## src/sv/sln50_pkg.sv

```systemverilog
// Package: constants, command and status types for the segment length summary core.
`timescale 1ns / 1ps
package sln50_pkg;
    localparam int MAX_SEGMENTS = 1024;
    localparam int ADDR_W       = 10;
    localparam int CNT_W        = 11;
    localparam int POS_W        = 31;
    localparam int TOT_W        = 41;
    localparam int SPAN_W       = 48;
    localparam int MEAN_W       = 39;
    localparam int FRAC_W       = 17;
    localparam int FRACQ_W      = 16;
    localparam int DIVD_W       = 57;
    localparam int DIVS_W       = 48;
    localparam int DIVC_W       = 6;
    localparam int BIT_W        = 5;
    localparam logic [FRAC_W-1:0] FRAC_ONE = 17'd65536;

    typedef struct packed {
        logic store;
        logic clear;
        logic div_go;
        logic div_frac;
        logic scan_init;
        logic pass_begin;
        logic pass_run;
        logic bit_step;
    } dp_cmd_t;

    typedef struct packed {
        logic div_done;
        logic pass_done;
        logic bit_last;
    } dp_status_t;
endpackage

```

## src/sv/sln50_ctrl.sv

```systemverilog
// Controller: loads the batch, then sequences the divisions and the N50 search.
`timescale 1ns / 1ps
module sln50_ctrl (
    input  logic                   clk,
    input  logic                   rst_n,
    input  logic                   start,
    input  logic                   segment_present,
    input  logic                   last_in_batch,
    output logic                   busy,
    output logic                   result_valid,
    output sln50_pkg::dp_cmd_t     cmd,
    input  sln50_pkg::dp_status_t  status
);
    import sln50_pkg::*;

    localparam logic [3:0] S_LOAD  = 4'd0;
    localparam logic [3:0] S_MEAN  = 4'd1;
    localparam logic [3:0] S_MEANW = 4'd2;
    localparam logic [3:0] S_FRAC  = 4'd3;
    localparam logic [3:0] S_FRACW = 4'd4;
    localparam logic [3:0] S_INIT  = 4'd5;
    localparam logic [3:0] S_PBEG  = 4'd6;
    localparam logic [3:0] S_PASS  = 4'd7;
    localparam logic [3:0] S_BIT   = 4'd8;
    localparam logic [3:0] S_OUT   = 4'd9;

    logic [3:0] state_reg, state_next;
    logic       accept;

    assign accept = start && (state_reg == S_LOAD);

    always_comb
    begin
        state_next = state_reg;
        cmd        = '0;
        unique case (state_reg)
            S_LOAD:
            begin
                cmd.store = accept && segment_present;
                if (accept && last_in_batch)
                begin
                    state_next = S_MEAN;
                end
            end
            S_MEAN:
            begin
                cmd.div_go = 1'b1;
                state_next = S_MEANW;
            end
            S_MEANW:
            begin
                if (status.div_done)
                begin
                    state_next = S_FRAC;
                end
            end
            S_FRAC:
            begin
                cmd.div_go   = 1'b1;
                cmd.div_frac = 1'b1;
                state_next   = S_FRACW;
            end
            S_FRACW:
            begin
                cmd.div_frac = 1'b1;
                if (status.div_done)
                begin
                    state_next = S_INIT;
                end
            end
            S_INIT:
            begin
                cmd.scan_init = 1'b1;
                state_next    = S_PBEG;
            end
            S_PBEG:
            begin
                cmd.pass_begin = 1'b1;
                state_next     = S_PASS;
            end
            S_PASS:
            begin
                cmd.pass_run = 1'b1;
                if (status.pass_done)
                begin
                    state_next = S_BIT;
                end
            end
            S_BIT:
            begin
                cmd.bit_step = 1'b1;
                state_next   = status.bit_last ? S_OUT : S_PBEG;
            end
            S_OUT:
            begin
                cmd.clear  = 1'b1;
                state_next = S_LOAD;
            end
            default:
            begin
                state_next = S_LOAD;
            end
        endcase
    end

    always_ff @(posedge clk or negedge rst_n)
    begin
        if (!rst_n)
        begin
            state_reg <= S_LOAD;
        end
        else
        begin
            state_reg <= state_next;
        end
    end

    assign busy         = (state_reg != S_LOAD);
    assign result_valid = (state_reg == S_OUT);

    a_last_busy: assert property (@(posedge clk) disable iff (!rst_n)
        (start && !busy && last_in_batch) |=> busy)
        else $error("batch end did not start the summary");
    a_load_stays: assert property (@(posedge clk) disable iff (!rst_n)
        (start && !busy && !last_in_batch) |=> !busy)
        else $error("non-final beat left the load state");
    a_result_idle: assert property (@(posedge clk) disable iff (!rst_n)
        result_valid |=> !busy && !result_valid)
        else $error("result not followed by idle");
    a_div_wait: assert property (@(posedge clk) disable iff (!rst_n)
        status.div_done |-> (state_reg == S_MEANW || state_reg == S_FRACW))
        else $error("divider finished outside a wait state");
endmodule

```

## config.mk

```make
export PLATFORM = sky130hd
export DESIGN_NAME = sln50_ctrl
export DESIGN_NICKNAME = d
export VERILOG_FILES = /design/src/sv/sln50_pkg.sv /design/src/sv/sln50_ctrl.sv
export SDC_FILE = /design/constraint.sdc
export NUM_CORES = 1
export LEC_CHECK = 0
export BUFFER_PORTS_ARGS = -buffer_cell sky130_fd_sc_hd__buf_2
export CORE_AREA = 5 5 42 44
export DETAILED_ROUTE_END_ITERATION = 10
export DIE_AREA = 0 0 47 49
export SLEW_MARGIN = 10
export SYNTH_ARGS = -nofsm -noshare
export SYNTH_HDL_FRONTEND = slang
export SYNTH_SLANG_ARGS = --single-unit
export TNS_END_PERCENT = 50
```

## constraint.sdc

```tcl
create_clock -name clk -period 3.55 [get_ports clk]
set_input_delay 0.355 -clock clk [delete_from_list [all_inputs] [get_ports clk]]
set_output_delay 0.355 -clock clk [all_outputs]
set_load 0.02 [all_outputs]
```

==> impl_results.md <==
- Drt total wl: 897 um
- Worst r2r path cells: 4
- Slew @ Worst Pin: 0.429 ns
- Fillers: 155
- Core ar.: around 1400 sq um
- GRT Total Usage: 8.67%
- Sequential power share: between 30% and 40%
- Final Setup Violations: 0
- Internal power: 0.243 mW
- Post-synth top flop: dfrtp_1
- CTS tree: built
- Async set-reset flop share out of synthesis: 100%
- Flip-flop count of the largest register after layout: 4
- Max Fclk: 539 MHz
- Layout cell share with drive strength beyond 1: a little under two fifths
- Clock slew at reported path FFs: 0.03 ns
- Initial drt markers: 6
- CP max FO: 16
- PortBufs: 17
- Post-layout min period: 1.86 ns
- Hold path depth: 2
- Synth area leaders: dfrtp_1, o21ai_0, nor2_1
- Largest net degree at the start of global routing: 17
- # clock sinks: 4
- Initial antenna violation count: 0
- First-pass DRT Iterations: 2
- Routed vias: 380
- FF+latch count, synth: 4
- Clk buf depth: 2
- H-tree depth: 1
- Peak supply drop: approximately 0.00052 V
- FP Rows: 14
- Root Driver: clkbuf_4
- Worst-skew pair later-pin latency: roughly 0.23 ns
- Cells after Synth: ~50
- First-pass GRT wire length: 1440 um
- Mapped cell area: 389 sq um
- Yosys warnings: 0
- Final core utilization: 35.3%
- Initial Util: around 28%
- Synthesized net count: 57
- # diodes: 0
- Netlist cell types: 28
- Share of the synthesized area in the top cell type: 25.7%
- CP Cell Sequence: nor4_2, and3_1, buf_2
- Setup CP Type: flop to primary output
- RSZ-0062 raised after global routing: false
- GPL Wtd Cong: about 0.74
- Area of the die: ~2300 sq um
- I/O pins: 18
- Drt via density: around 4.7
- Area leader, netlist: dfrtp_1
- Wirelength per Cell: 11.1 um
- Worst setup EP type: primary output
- Die height: 49 um
- EDFF count, synth: 0
- CP Launch Type: flop
- Slew HR: between 70% and 80%
- Sequential area share after synthesis: 25.7%
- Placed Area: around 460 sq um
- Clock power frac: 11.6%
- Area grow syn2layout: 27.0%
- Die width: 47 um
- Total grt overflow: 0
- Final setup skew: between 0.005 and 0.006 ns
- Status: finished clean
- Max-slew violation count: 0
- DRC violations left: 0
- Post-route ant nets: 0
- PD cells: around 950 nW/um^2
- Tcrit/Tclk final: 52.3%
- Switching Share: 48.3%
- Vias in the first global route: 364
- Largest stage delay on the critical path: ~0.52 ns
- Hold WC Path Type: primary input to flop
- Switching power: 0.227 mW
- Mapped Avg Cell Area: 7.94 sq um
- Post-CTS Setup Bufs: 0
- CP Data Required Time: 3.19 ns
- Total Neg Setup Slack: 0 ns
- Slowest library cell on the worst path: dfrtp_1
- Layout net count: 75
- Num CTS Buffers: 3
- Commonest cells post-synth: nor2_1, o21ai_0, dfrtp_1, nand2_1, nor2b_1
- Max Cap Viol: 0
- Detailed Place HPWL: around 680 um
- Power share of the combinational group: 57.4%
- Hold Violations, Final: 0
- Final instance area: roughly 490 sq um
- Static Leak: 0.245 nW
- Worst EP arrival: 1.50 ns
## critical path: cells and delay by family (launching register included)
family / cells / cell delay (ns)
buffers and inverters: 1 / 0.15
flip-flops: 1 / 0.52
AND/OR/NAND/NOR: 2 / 0.60
## per-layer routing
layer	GRT usage (%)	vias to the layer above	part of all wire [%]
met5	0	-	0
met4	2.76	0	0
met3	4.43	0	5.7
met2	13.1	9	50
met1	10.4	163	44
li1	-	208	-
## layout make-up
cell class | count | area [sq um] | share of cell area, %
Multi-Input combinational cell | 38 | 249 | 50.4
Sequential cell | 4 | 100 | 20.3
Timing Repair Buffer | 18 | 95.1 | 19.2
Clock buffer | 3 | 22.5 | 4.56
Tap cell | 16 | 20.0 | 4.05
Inverter | 2 | 7.51 | 1.52
## worst paths after layout
kind | start | slack [ns] | end
max | state_reg[0] | 1.69 | cmd[7]
min | status[1] | 0.37 | state_reg[0]
max reg2reg | state_reg[0] | 1.93 | state_reg[2]
min reg2reg | state_reg[0] | 0.80 | state_reg[0]
max in group asynchronous | rst_n | 2.96 | state_reg[3]
min in group asynchronous | rst_n | 0.47 | state_reg[2]
## cell usage in the layout, fill, tap and decap left out, types with 2 or more instances in the layout
cell type,Yosys,layout
buf_2,2,17
inv_1,2,2
dfrtp_1,4,4
clkbuf_4,1,3
o21ai_0,5,5
nor2b_1,3,3
nor2_1,5,5
nand2_1,4,4
nor4b_1,2,2
nor3_1,2,2
## cell families (layout without fill, tap and decap cells)
group / after synthesis / after routing / synth area share [%]
AO/OA/AOI/OAI: 11 / 11 / 18.3
XOR/XNOR: 1 / 1 / 2.25
buffers and inverters: 7 / 23 / 10.3
flip-flops: 4 / 4 / 25.7
multiplexers: 1 / 1 / 3.86
AND/OR/NAND/NOR: 25 / 25 / 39.6
## metrics by stage
stage	worst slack [ns]	power, mW	hold WS [ns]	instances
5_1_grt	1.56	0.521	0.359	81
3_3_place_gp	1.97	0.413	0.163	77
3_5_place_dp	1.92	0.418	0.163	77
4_1_cts	1.66	0.478	0.360	81
2_1_floorplan	1.55	0.365	0.0594	49
6_report	1.69	0.470	0.371	81
## power by group through the flow
stage | Clock (mW) | Sequential, mW | Combinational, mW
after floorplan | 0 | 0.0952 | 0.270
after global placement | 0 | 0.144 | 0.269
after detailed placement | 0 | 0.147 | 0.271
after CTS | 0.0581 | 0.146 | 0.274
after global routing | 0.0676 | 0.157 | 0.297
final | 0.0545 | 0.146 | 0.270
## repair_timing
| item | in CTS | in global routing |
|---|---|---|
| setup endpoints to repair | 0 | 0 |
| gates resized for setup | 0 | 0 |
| hold endpoints to repair | 4 | 0 |
| hold buffers | 1 | 0 |
Power figures use the tool's default switching activity.
